**src/hw/rtl/optq_pkg.sv**
```systemverilog
// Shared types and constants for the one-shot and periodic timer queue.
package optq_pkg;

    // Item kinds carried on s_tuser
    typedef enum logic [1:0] {
        MODE_TICK     = 2'd0,
        MODE_ARM_ONCE = 2'd1,
        MODE_ARM_REP  = 2'd2,
        MODE_CANCEL   = 2'd3
    } mode_t;

    // Sequencer states
    typedef enum logic [3:0] {
        ST_IDLE,
        ST_ARM_MUL,
        ST_ARM_SUM1,
        ST_ARM_SUM2,
        ST_TICK_ADD,
        ST_SCAN,
        ST_SCAN_END,
        ST_DECIDE,
        ST_FLUSH
    } state_t;

    // Clock advance per tick, in microseconds
    localparam logic [63:0] TICK_US = 64'd1000;
    // Largest valid tick down-count value
    localparam logic [17:0] DOWN_MAX = 18'd167999;

    // x / 168 == ((x >> 3) * RECIP) >> RECIP_SHIFT, exact for x <= DOWN_MAX
    localparam logic [15:0] RECIP = 16'd49933;
    localparam int RECIP_SHIFT = 20;
    localparam int PROD_W = 30;
    localparam int SUB_W = 10;

    // Firing limit per tick
    localparam int CNT_W = 7;
    localparam logic [CNT_W-1:0] MAX_FIRES = 7'd64;

endpackage

```
**src/hw/rtl/oneshot_periodic_timer_queue.sv**
```systemverilog
// One-shot and periodic timer queue: microsecond clock, slot store and firing sequencer.
//
// Keeps a 64-bit microsecond clock and up to 16 addressable timer slots
// (min(TIMER_SLOTS,16) slots are stored). s_tuser selects tick, arm one-shot,
// arm repeating or cancel. An arm stores now + elapsed sub-tick microseconds
// + delay as the slot deadline; a tick advances the clock by 1000 us and
// emits one m_ transaction per firing, earliest deadline first, ties to the
// lowest slot, with m_tlast on the last firing of that tick (at most 64).
// A tick with nothing due emits nothing. The block takes one item at a time:
// a cancel completes when it is taken, an arm passes through a multiply and
// two sums, and a tick adds to the clock and then picks every firing by one
// pass over the single-read-port slot memory through one shared comparator.
// Every deadline update goes through one shared 64-bit adder. Output stalls
// add cycles only once a firing is ready to leave.
module oneshot_periodic_timer_queue #(
    parameter int TIMER_SLOTS = 16
) (
    input  logic        aclk,
    input  logic        aresetn,
    // Input channel
    input  logic        s_tvalid,
    output logic        s_tready,
    input  logic [55:0] s_tdata,   // [3:0] timer_id, [35:4] delay_us, [53:36] tick_down_count
    input  logic [1:0]  s_tuser,   // [1:0] mode
    // Result channel
    output logic        m_tvalid,
    input  logic        m_tready,
    output logic [71:0] m_tdata,   // [3:0] fired_id, [67:4] fire_time_us
    output logic [0:0]  m_tuser,   // [0] fired_repeating
    output logic        m_tlast    // last_fire
);

    // Only 16 slots can be addressed through timer_id
    localparam int USED = (TIMER_SLOTS < 16) ? TIMER_SLOTS : 16;
    localparam int IDX_W = (USED > 1) ? $clog2(USED) : 1;
    localparam logic [IDX_W-1:0] LAST_IDX = IDX_W'(USED - 1);
    localparam logic [4:0] USED5 = 5'(USED);

    optq_pkg::state_t state_reg, state_next;

    // Latched input item
    optq_pkg::mode_t  mode_reg, mode_next;
    logic [3:0]       id_reg, id_next;
    logic [31:0]      delay_reg, delay_next;
    logic [17:0]      down_reg, down_next;

    // Clock, slot flags and arithmetic temporaries
    logic [63:0]                 now_reg, now_next;
    logic [USED-1:0]             active_reg, active_next;
    logic [optq_pkg::PROD_W-1:0] prod_reg, prod_next;
    logic [63:0]                 acc_reg, acc_next;

    // Scan state
    logic [IDX_W-1:0]           scan_idx_reg, scan_idx_next;
    logic                       cmp_vld_reg, cmp_vld_next;
    logic [IDX_W-1:0]           cmp_idx_reg, cmp_idx_next;
    logic                       best_found_reg, best_found_next;
    logic [IDX_W-1:0]           best_id_reg, best_id_next;
    logic [63:0]                best_dl_reg, best_dl_next;
    logic [31:0]                best_iv_reg, best_iv_next;
    logic [optq_pkg::CNT_W-1:0] fire_cnt_reg, fire_cnt_next;

    // Firing held back until the next scan tells whether it is the last
    logic              pend_valid_reg, pend_valid_next;
    logic [IDX_W-1:0]  pend_id_reg, pend_id_next;
    logic              pend_rep_reg, pend_rep_next;
    logic [63:0]       pend_time_reg, pend_time_next;

    // Output register
    logic              m_tvalid_reg, m_tvalid_next;
    logic [3:0]        out_id_reg, out_id_next;
    logic              out_rep_reg, out_rep_next;
    logic [63:0]       out_time_reg, out_time_next;
    logic              out_last_reg, out_last_next;

    // Slot memory
    logic [63:0] dl_mem [USED];
    logic [31:0] iv_mem [USED];
    logic [63:0] rd_dl_reg;
    logic [31:0] rd_iv_reg;
    logic             mem_we;
    logic [IDX_W-1:0] mem_waddr;
    logic [63:0]      mem_wdl;
    logic [31:0]      mem_wiv;

    // Shared adder
    logic [63:0] add_a, add_b, add_sum;

    logic                 in_acc, out_free, id_ok, cmp_hit;
    logic [IDX_W-1:0]     widx;
    logic [17:0]          down_clamped;
    logic [17:0]          sub_num;
    logic [optq_pkg::SUB_W-1:0] sub_us;

    assign s_tready = (state_reg == optq_pkg::ST_IDLE);
    assign in_acc   = s_tvalid && s_tready;
    assign out_free = !m_tvalid_reg || m_tready;
    assign id_ok    = ({1'b0, id_reg} < USED5);
    assign widx     = IDX_W'(id_reg);

    assign m_tvalid = m_tvalid_reg;
    assign m_tdata  = {4'd0, out_time_reg, out_id_reg};
    assign m_tuser  = out_rep_reg;
    assign m_tlast  = out_last_reg;

    // Sub-tick microseconds from the down-count
    assign down_clamped = (down_reg > optq_pkg::DOWN_MAX) ? optq_pkg::DOWN_MAX : down_reg;
    assign sub_num      = optq_pkg::DOWN_MAX - down_clamped;
    assign sub_us       = prod_reg[optq_pkg::RECIP_SHIFT +: optq_pkg::SUB_W];

    // Shared adder operand select
    always_comb begin
        add_a = now_reg;
        add_b = 64'd0;
        case (state_reg)
            optq_pkg::ST_TICK_ADD: begin
                add_a = now_reg;
                add_b = optq_pkg::TICK_US;
            end
            optq_pkg::ST_ARM_SUM1: begin
                add_a = now_reg;
                add_b = {{(64 - optq_pkg::SUB_W){1'b0}}, sub_us};
            end
            optq_pkg::ST_ARM_SUM2: begin
                add_a = acc_reg;
                add_b = {32'd0, delay_reg};
            end
            optq_pkg::ST_DECIDE: begin
                add_a = best_dl_reg;
                add_b = {32'd0, best_iv_reg};
            end
            default: begin
                add_a = now_reg;
                add_b = 64'd0;
            end
        endcase
    end
    assign add_sum = add_a + add_b;

    // Shared comparator: due and earlier than the best so far
    assign cmp_hit = cmp_vld_reg && active_reg[cmp_idx_reg] && (rd_dl_reg <= now_reg)
                     && (!best_found_reg || (rd_dl_reg < best_dl_reg));

    // Next state
    always_comb begin
        state_next = state_reg;
        case (state_reg)
            optq_pkg::ST_IDLE: begin
                if (in_acc) begin
                    case (optq_pkg::mode_t'(s_tuser))
                        optq_pkg::MODE_TICK:     state_next = optq_pkg::ST_TICK_ADD;
                        optq_pkg::MODE_ARM_ONCE: state_next = optq_pkg::ST_ARM_MUL;
                        optq_pkg::MODE_ARM_REP:  state_next = optq_pkg::ST_ARM_MUL;
                        default:                 state_next = optq_pkg::ST_IDLE;
                    endcase
                end
            end
            optq_pkg::ST_ARM_MUL:  state_next = optq_pkg::ST_ARM_SUM1;
            optq_pkg::ST_ARM_SUM1: state_next = optq_pkg::ST_ARM_SUM2;
            optq_pkg::ST_ARM_SUM2: state_next = optq_pkg::ST_IDLE;
            optq_pkg::ST_TICK_ADD: state_next = optq_pkg::ST_SCAN;
            optq_pkg::ST_SCAN: begin
                if (scan_idx_reg == LAST_IDX) state_next = optq_pkg::ST_SCAN_END;
            end
            optq_pkg::ST_SCAN_END: state_next = optq_pkg::ST_DECIDE;
            optq_pkg::ST_DECIDE: begin
                if (best_found_reg) begin
                    if (!pend_valid_reg || out_free) begin
                        if (fire_cnt_reg == optq_pkg::MAX_FIRES - 1'b1) begin
                            state_next = optq_pkg::ST_FLUSH;
                        end else begin
                            state_next = optq_pkg::ST_SCAN;
                        end
                    end
                end else if (pend_valid_reg) begin
                    state_next = optq_pkg::ST_FLUSH;
                end else begin
                    state_next = optq_pkg::ST_IDLE;
                end
            end
            optq_pkg::ST_FLUSH: begin
                if (out_free) state_next = optq_pkg::ST_IDLE;
            end
            default: state_next = optq_pkg::ST_IDLE;
        endcase
    end

    // Datapath and register updates
    always_comb begin
        mode_next       = mode_reg;
        id_next         = id_reg;
        delay_next      = delay_reg;
        down_next       = down_reg;
        now_next        = now_reg;
        active_next     = active_reg;
        prod_next       = prod_reg;
        acc_next        = acc_reg;
        scan_idx_next   = scan_idx_reg;
        cmp_vld_next    = (state_reg == optq_pkg::ST_SCAN);
        cmp_idx_next    = scan_idx_reg;
        best_found_next = best_found_reg;
        best_id_next    = best_id_reg;
        best_dl_next    = best_dl_reg;
        best_iv_next    = best_iv_reg;
        fire_cnt_next   = fire_cnt_reg;
        pend_valid_next = pend_valid_reg;
        pend_id_next    = pend_id_reg;
        pend_rep_next   = pend_rep_reg;
        pend_time_next  = pend_time_reg;
        m_tvalid_next   = m_tvalid_reg && !m_tready;
        out_id_next     = out_id_reg;
        out_rep_next    = out_rep_reg;
        out_time_next   = out_time_reg;
        out_last_next   = out_last_reg;
        mem_we          = 1'b0;
        mem_waddr       = best_id_reg;
        mem_wdl         = add_sum;
        mem_wiv         = best_iv_reg;

        // Track the earliest due slot during a scan
        if (cmp_hit) begin
            best_found_next = 1'b1;
            best_id_next    = cmp_idx_reg;
            best_dl_next    = rd_dl_reg;
            best_iv_next    = rd_iv_reg;
        end

        case (state_reg)
            optq_pkg::ST_IDLE: begin
                if (in_acc) begin
                    mode_next  = optq_pkg::mode_t'(s_tuser);
                    id_next    = s_tdata[3:0];
                    delay_next = s_tdata[35:4];
                    down_next  = s_tdata[53:36];
                    // Cancel completes here
                    if ((optq_pkg::mode_t'(s_tuser) == optq_pkg::MODE_CANCEL)
                        && ({1'b0, s_tdata[3:0]} < USED5)) begin
                        active_next[IDX_W'(s_tdata[3:0])] = 1'b0;
                    end
                end
            end
            optq_pkg::ST_ARM_MUL: begin
                prod_next = optq_pkg::PROD_W'(sub_num[17:3])
                            * optq_pkg::PROD_W'(optq_pkg::RECIP);
            end
            optq_pkg::ST_ARM_SUM1: begin
                acc_next = add_sum;
            end
            optq_pkg::ST_ARM_SUM2: begin
                if (id_ok) begin
                    mem_we    = 1'b1;
                    mem_waddr = widx;
                    mem_wdl   = add_sum;
                    mem_wiv   = (mode_reg == optq_pkg::MODE_ARM_REP) ? delay_reg : 32'd0;
                    active_next[widx] = 1'b1;
                end
            end
            optq_pkg::ST_TICK_ADD: begin
                now_next        = add_sum;
                scan_idx_next   = '0;
                best_found_next = 1'b0;
                fire_cnt_next   = '0;
            end
            optq_pkg::ST_SCAN: begin
                if (scan_idx_reg != LAST_IDX) scan_idx_next = scan_idx_reg + 1'b1;
            end
            optq_pkg::ST_DECIDE: begin
                if (best_found_reg && (!pend_valid_reg || out_free)) begin
                    // Earlier firing is known not to be the last
                    if (pend_valid_reg) begin
                        m_tvalid_next = 1'b1;
                        out_id_next   = 4'(pend_id_reg);
                        out_rep_next  = pend_rep_reg;
                        out_time_next = pend_time_reg;
                        out_last_next = 1'b0;
                    end
                    pend_valid_next = 1'b1;
                    pend_id_next    = best_id_reg;
                    pend_rep_next   = (best_iv_reg != 32'd0);
                    pend_time_next  = best_dl_reg;
                    fire_cnt_next   = fire_cnt_reg + 1'b1;
                    // Reschedule or retire the fired slot
                    if (best_iv_reg != 32'd0) begin
                        mem_we    = 1'b1;
                        mem_waddr = best_id_reg;
                        mem_wdl   = add_sum;
                        mem_wiv   = best_iv_reg;
                    end else begin
                        active_next[best_id_reg] = 1'b0;
                    end
                    scan_idx_next   = '0;
                    best_found_next = 1'b0;
                end
            end
            optq_pkg::ST_FLUSH: begin
                if (out_free) begin
                    m_tvalid_next   = 1'b1;
                    out_id_next     = 4'(pend_id_reg);
                    out_rep_next    = pend_rep_reg;
                    out_time_next   = pend_time_reg;
                    out_last_next   = 1'b1;
                    pend_valid_next = 1'b0;
                end
            end
            default: begin
                mem_we = 1'b0;
            end
        endcase
    end

    // Slot memory: one write port, one registered read port
    always_ff @(posedge aclk) begin
        if (mem_we) begin
            dl_mem[mem_waddr] <= mem_wdl;
            iv_mem[mem_waddr] <= mem_wiv;
        end
        rd_dl_reg <= dl_mem[scan_idx_reg];
        rd_iv_reg <= iv_mem[scan_idx_reg];
    end

    // Control registers
    always_ff @(posedge aclk) begin
        if (!aresetn) begin
            state_reg      <= optq_pkg::ST_IDLE;
            now_reg        <= 64'd0;
            active_reg     <= '0;
            cmp_vld_reg    <= 1'b0;
            pend_valid_reg <= 1'b0;
            m_tvalid_reg   <= 1'b0;
            fire_cnt_reg   <= '0;
        end else begin
            state_reg      <= state_next;
            now_reg        <= now_next;
            active_reg     <= active_next;
            cmp_vld_reg    <= cmp_vld_next;
            pend_valid_reg <= pend_valid_next;
            m_tvalid_reg   <= m_tvalid_next;
            fire_cnt_reg   <= fire_cnt_next;
        end
    end

    // Payload registers
    always_ff @(posedge aclk) begin
        mode_reg       <= mode_next;
        id_reg         <= id_next;
        delay_reg      <= delay_next;
        down_reg       <= down_next;
        prod_reg       <= prod_next;
        acc_reg        <= acc_next;
        scan_idx_reg   <= scan_idx_next;
        cmp_idx_reg    <= cmp_idx_next;
        best_found_reg <= best_found_next;
        best_id_reg    <= best_id_next;
        best_dl_reg    <= best_dl_next;
        best_iv_reg    <= best_iv_next;
        pend_id_reg    <= pend_id_next;
        pend_rep_reg   <= pend_rep_next;
        pend_time_reg  <= pend_time_next;
        out_id_reg     <= out_id_next;
        out_rep_reg    <= out_rep_next;
        out_time_reg   <= out_time_next;
        out_last_reg   <= out_last_next;
    end

`ifndef NO_ASSERTIONS
    // No held-back firing may remain once a new item can be taken
    a_idle_no_pend: assert property (@(posedge aclk) disable iff (!aresetn)
        s_tready |-> !pend_valid_reg)
        else $error("pending firing left when returning to idle");

    // Firing count per tick stays within the limit
    a_fire_limit: assert property (@(posedge aclk) disable iff (!aresetn)
        fire_cnt_reg <= optq_pkg::MAX_FIRES)
        else $error("firing count above limit");

    // A chosen firing is always held for the last-flag decision
    a_fire_pends: assert property (@(posedge aclk) disable iff (!aresetn)
        (state_reg == optq_pkg::ST_DECIDE && best_found_reg
         && (!pend_valid_reg || out_free)) |=> pend_valid_reg)
        else $error("fired slot not captured");

    // Results only come out of the firing states
    a_out_source: assert property (@(posedge aclk) disable iff (!aresetn)
        $rose(m_tvalid_reg) |-> ($past(state_reg) == optq_pkg::ST_DECIDE
                                 || $past(state_reg) == optq_pkg::ST_FLUSH))
        else $error("result raised outside firing states");
`endif

endmodule

```
**config.mk**
```make
export PLATFORM = sky130hd
export DESIGN_NAME = oneshot_periodic_timer_queue
export DESIGN_NICKNAME = d
export VERILOG_FILES = /design/src/hw/rtl/optq_pkg.sv /design/src/hw/rtl/oneshot_periodic_timer_queue.sv
export SDC_FILE = /design/constraint.sdc
export NUM_CORES = 2
export LEC_CHECK = 0
export ABC_CLOCK_PERIOD_IN_PS = 17100
export BUFFER_PORTS_ARGS = -buffer_cell sky130_fd_sc_hd__buf_2
export CAP_MARGIN = 40
export CORE_MARGIN = 1
export CORE_UTILIZATION = 35
export CTS_CLUSTER_SIZE = 20
export DETAILED_ROUTE_END_ITERATION = 12
export PLACE_DENSITY_LB_ADDON = 0.2
export SETUP_SLACK_MARGIN = 0.5
export SLEW_MARGIN = 20
export SYNTH_ARGS = -nofsm -noshare
export SYNTH_HDL_FRONTEND = slang
export SYNTH_SLANG_ARGS = --single-unit
```
**constraint.sdc**
```tcl
create_clock -name aclk -period 17.1 [get_ports aclk]
set_clock_uncertainty 0.1 [all_clocks]
set_input_delay 3.42 -clock aclk [delete_from_list [all_inputs] [get_ports aclk]]
set_output_delay 3.42 -clock aclk [all_outputs]
set_load 0.03 [all_outputs]
```
Yosys cells after proc, flatten, opt, wreduce, memory -nomap -nowiden
Memories as Yosys holds them, arrays and structs flattened. A register that Yosys moved wholly into a read port is not among the register bits. Index checks and enable logic that the tools add are counted.

Flip-flop bits (word level): 492. Latch bits: 0. Memory bits (writable): 1536. ROM bits: 0. Output and inout port bits: 76. Memories kept: 2.

Memory list: dl_mem (depth 16, width 64, read ports 1, clocked after Yosys merged registers in 1, wr ports 1, line oneshot_periodic_timer_queue.sv:77) `logic [63:0] dl_mem [USED];`; iv_mem (depth 16, width 32, read ports 1, clocked after Yosys merged registers in 1, wr ports 1, line oneshot_periodic_timer_queue.sv:78) `logic [31:0] iv_mem [USED];`.

Add/subtract/negate cells: 4. Multiply operators: 1. Divide/modulo/power cells: 0. Order comparisons: 10. Equal/unequal tests: 24. Shift operators: 0. Muxes and demuxes: 64. Bitwise operators: 5. Reduce and logical (&&, ||, !) cells: 32.

Operators with widths (number): 64-bit case mux with 2 select lines (2); 64-bit two-way mux (3); 32-bit case mux with 4 select lines (1); 64-bit adder (1); 64-bit <= comparator (1); 64-bit < comparator (1); 16-bit two-way mux (4); 32-bit two-way mux (2); 4-bit two-way mux (13); 16-bit case mux with 3 select lines (1); 16-bit bitwise AND (2); 16-bit NOT (2); 4-bit case mux with 8 select lines (1); 32-bit nonzero test (1); 15-bit by 16-bit multiplier with 30-bit output, second input constant (1); 1-bit two-way mux (21); 4-bit by 5-bit < comparator with 1-bit output, second input constant (4); 18-bit greater-than comparator, second input constant (1); 18-bit two-way mux (1); 18-bit subtractor, first input constant (1); 4-bit by 3-bit == test with 1-bit output, second input constant (4); 16-bit bitwise OR (1); 7-bit case mux with 2 select lines (1); 1-bit demux with 4-bit select (3); 31 further kinds (67).

Depth between registers and ports, before layout
Depth after elaboration: 9. Mapped depth: 32. Gate-level depth less buffers: 32.

Worst setup path before layout
Ideal clock, no wire load.

Path kind: input port to flip-flop. Start point: input port m_tready. End point: memory dl_mem[0][0] (enable). Setup time: 563 ps. Arrival: 8605 ps. Data required time: 16437 ps. Slack: 7832 ps. Stages: 6. Buffers on the path: 0. Path through: nor2b_1 -> a21boi_0 -> nand2_1 -> o21ai_0 -> o21a_1 -> nor2b_1.

Cells in the longest elaborated chain, start to end: 7.

RTL lines: start, declared (line oneshot_periodic_timer_queue.sv:27) `input logic m_tready,`; 1-bit logical OR (line oneshot_periodic_timer_queue.sv:97) `assign out_free = !m_tvalid_reg || m_tready;`; 1-bit logical OR (line oneshot_periodic_timer_queue.sv:268) `if (best_found_reg && (!pend_valid_reg || out_free)) begin`; 1-bit logical AND (line oneshot_periodic_timer_queue.sv:268); 1-bit two-way mux (line oneshot_periodic_timer_queue.sv:268); 1-bit case mux with 2 select lines (line oneshot_periodic_timer_queue.sv:228) `case (state_reg)`; 1-bit two-way mux (line oneshot_periodic_timer_queue.sv:313) `if (mem_we) begin`; 1-bit two-way mux (not written as such) (line oneshot_periodic_timer_queue.sv:314) `dl_mem[mem_waddr] <= mem_wdl;`; end, declared (line oneshot_periodic_timer_queue.sv:77).

No other way between the ends.

Worst setup path in the final report
Start point: register down_reg[16]. End point: register prod_reg[29] (netlist name) (data pin).

Cells in the longest elaborated chain, start to end: 4.

RTL lines: start, declared (line oneshot_periodic_timer_queue.sv:45) `logic [17:0] down_reg, down_next;`; start signal, assigned (line oneshot_periodic_timer_queue.sv:347) `down_reg <= down_next;`; 18-bit greater-than comparator (line oneshot_periodic_timer_queue.sv:107) `assign down_clamped = (down_reg > optq_pkg::DOWN_MAX) ? optq_pkg::DOWN_MAX : down_reg;`; 18-bit two-way mux (*) (line oneshot_periodic_timer_queue.sv:107); 18-bit subtractor (*) (line oneshot_periodic_timer_queue.sv:108) `assign sub_num = optq_pkg::DOWN_MAX - down_clamped;`; 15-bit by 16-bit multiplier with 30-bit output (*) (line oneshot_periodic_timer_queue.sv:244) `* optq_pkg::PROD_W'(optq_pkg::RECIP);`; end signal, assigned (line oneshot_periodic_timer_queue.sv:348) `prod_reg <= prod_next;`; end, declared (line oneshot_periodic_timer_queue.sv:50) `logic [optq_pkg::PROD_W-1:0] prod_reg, prod_next;`.

Mark *: on every way between the ends. The rest lies on a longest branch, timed or not. A chain may end at the register's enable or synchronous reset.

==> impl_metrics.yaml <==
critical_path:
  cp-end-kind: "flip-flop"
  r2r_cells: 30
  critPathKind: "reg2reg"
  slowest_stage: "a41oi_1"
  r2r_setup_slack_ns: 8.57
  worstSetupStartpoint: "down_reg[16]"
  worstPathArrival_ns: 9.03
  crit_fanout: 8
  cpPeakStageDelay_ns: 0.56
  worstReg2RegEnd: "prod_reg[29]"
  r2r_start: "down_reg[16]"
  crit_required_ns: 17.60
  cp-start-kind: "flip-flop"
clocking:
  cts.sinks: 2101
  path_clk_slew_ns: 0.06
  ctsHoldBuffers: 0
  insertion_delay_ns: 0.87
  clock-root-buffer: "clkbuf_16"
  post_cts_resized: 0
  cts_max_level: 4
  cts_setup_buffers: 0
  cts_made_buffers: 222
  cts_tree: "built"
  clockBufferDepth: 3
yosys:
  synth_flop_cell: "edfxtp_1"
  synth-simple-area-share: 0.0339
  synth-seq-cells: 2101
  synth_mux_area_frac: 0.129
  synth_compound_area_frac: 0.0457
  yosysTopAreaCellShare: 0.667
  synth_edf_count: 1906
  synthAdderAreaFrac: 0.0506
  netlist_area_sq_um: 85800
  synth_top_family_by_area: "multiplexers"
  yosys_warnings: 0
  ys_types: 77
  synthTopCellsByArea: "edfxtp_1 67%, mux4_2 13%, dfxtp_1 4.5%"
  ys_seq_area_frac: 0.712
  syn_avg_cell_area_sq_um: 18.3
  synth-xor-area-share: 0.00847
  syn-instance-count: 4684
  async_flop_share: 0
  synth_largest_area_cell: "edfxtp_1"
sta:
  finalHoldViolCount: 0
  fin_crit_ns: 8.53
  setup_tns_ns: 0
  setup_viol: 0
  fin_crit_sh: 0.499
  relSlewSlack: 0.370
  rsz0062_at_grt: "false"
  slew_viol_final: 0
  fmax_mhz: 117
  worstMarginPinSlew_ns: 0.921
drt:
  drt-met1-wl_um: 101000
  routed-wl-met3_um: 11900
  first_iter_violations: 4003
  routed_via_density: 5.28
  vias: 44706
  wire_per_inst_um: 27.0
  dr.pass1.iters: 5
  wl_um: 228000
  top_layer: "met5"
  ant_nets: 0
  drcViolationCount: 0
  wl_met2_um: 110000
cells_and_area:
  fin_nets: 5454
  largest_register_ffs: 1024
  top_regs: "dl_mem (1024), iv_mem (512)"
  area_delta_synth_final_pct: 16.5
  largest-register: "dl_mem"
  fin_area_sq_um: 100000
  layout-drive-gt1-share: 0.239
placed_design:
  portBuffers: 128
  dp.final_hpwl_um: 141000
  place_area_sq_um: 92400
  place_congestion: 0.828
die:
  fp.dieH_um: 497
  boundaryPins: 138
  die_x_um: 497
  rows: 181
  start_util: 0.352
  coreArea_sq_um: 243000
  dieArea_sq_um: 247000
global_routing:
  grt_start_max_net_pins: 126
  grt_use_total: 0.184
  grt-ovfl-total: 0
  grt_pass1_wl_um: 329000
  grt_pass1_vias: 45847
  antenna_found_initial: 12
pwr:
  leakagePower_nw: 34.2
  p_per_area_nw_per_um2: 166
  power_mw: 16.6
  ir_drop_mv: 0.223
hold_path:
  hold_path.class: "reg2reg"
  worstHoldStart: "rd_iv_reg[23]"
  hold_path_end: "best_iv_reg[23]"
  min_path_cells: 0
run_status:
  run_status: "finished, final reports clean"
job:
  max_cap_violations: 0
[critical path: cells and delay by family (launching register included)]
kind / cells / cell delay (ns)
XOR/XNOR: 1 / 0.06
flip-flops: 1 / 0.46
buffers and inverters: 4 / 0.24
adder cells (fa/ha/maj): 8 / 3.16
AO/OA/AOI/OAI: 11 / 3.12
AND/OR/NAND/NOR: 6 / 1.16
[synth_stat cells, drive strengths merged, types with 40 or more instances]
cell / number
edfxtp: 1906
mux4: 485
ha: 283
inv: 240
nand2: 220
a21oi: 216
dfxtp: 195
nor2: 151
clkbuf: 148
o21ai: 102
a21o: 69
buf: 55
nand3: 51
o22ai: 43
xnor2: 43
fa: 40
xor2: 40
[placed cells by master, fill, tap and decap left out, types with 18 or more instances in the layout]
cell       instances
nor2_1           138
clkbuf_16        230
a21oi_1          215
a22oi_1           20
a22o_1            22
dfxtp_1          194
edfxtp_1        1906
a211oi_1          21
nand2_1          220
nand2b_1          19
buf_16            29
clkbuf_8          36
a21o_1            69
inv_1            238
mux4_2           485
buf_2            131
nor3_1            26
ha_1             283
buf_4            171
nand3_1           51
and3_1            18
xor2_1            32
nand4_1           33
xnor2_1           35
clkbuf_1          63
o21a_1            32
o22ai_1           43
clkinv_1          24
buf_12            21
o21ai_0           96
fa_1              40
clkinv_2          37
[metal layers]
metal | track usage | up-vias
li1 | - | 19508
met1 | 0.255 | 23682
met2 | 0.302 | 1215
met3 | 0.0293 | 297
met4 | 0.0445 | 4
met5 | 0 | -
[through the flow]
step           hold WS, ns  setup WS, ns  utilization  instances
2_1_floorplan        0.246          7.83            -       4687
3_3_place_gp         0.288          8.43        0.374       7960
3_5_place_dp         0.291          8.50        0.380       8035
4_1_cts              0.292          8.49        0.410       8455
5_1_grt              0.297          7.82        0.411       8468
6_report             0.295          8.57        0.411       8468
[how the worst max path moves through the flow]
stage	to	slack, ns	cells after the start
2_1_floorplan	dl_mem[0][0]	7.83	6
3_3_place_gp	prod_reg[29]	8.43	30
3_5_place_dp	prod_reg[29]	8.50	30
4_1_cts	prod_reg[29]	8.49	30
5_1_grt	prod_reg[29]	7.82	30
6_report	prod_reg[29]	8.57	30
[power breakdown]
| group | switching, mW | leakage (nW) | internal, mW |
|---|---|---|---|
| sequential | 0.206 | 19.0 | 6.34 |
| combinational | 3.03 | 11.6 | 2.18 |
| clock | 2.02 | 3.61 | 2.80 |
| total | 5.25 | 34.2 | 11.3 |
[cells by family (layout without fill, tap and decap cells)]
group	Yosys count	in the layout
other cells	1	5
compound gates	620	620
flops	2101	2101
simple gates	616	616
buf+inv	443	1021
fa+ha+maj	323	323
xor+xnor	83	83
mux	497	497
[layout make-up]
class,count,area (sq um)
multi-input combinational,2143,23300
inverter,240,905
tap,3202,4010
clock inverter,91,870
clock buffer,329,6490
antenna,1,2.50
fill,21628,143000
timing repair buffer,361,3250
sequential,2101,61100
No activity file was read; power rests on OpenSTA's default activity.
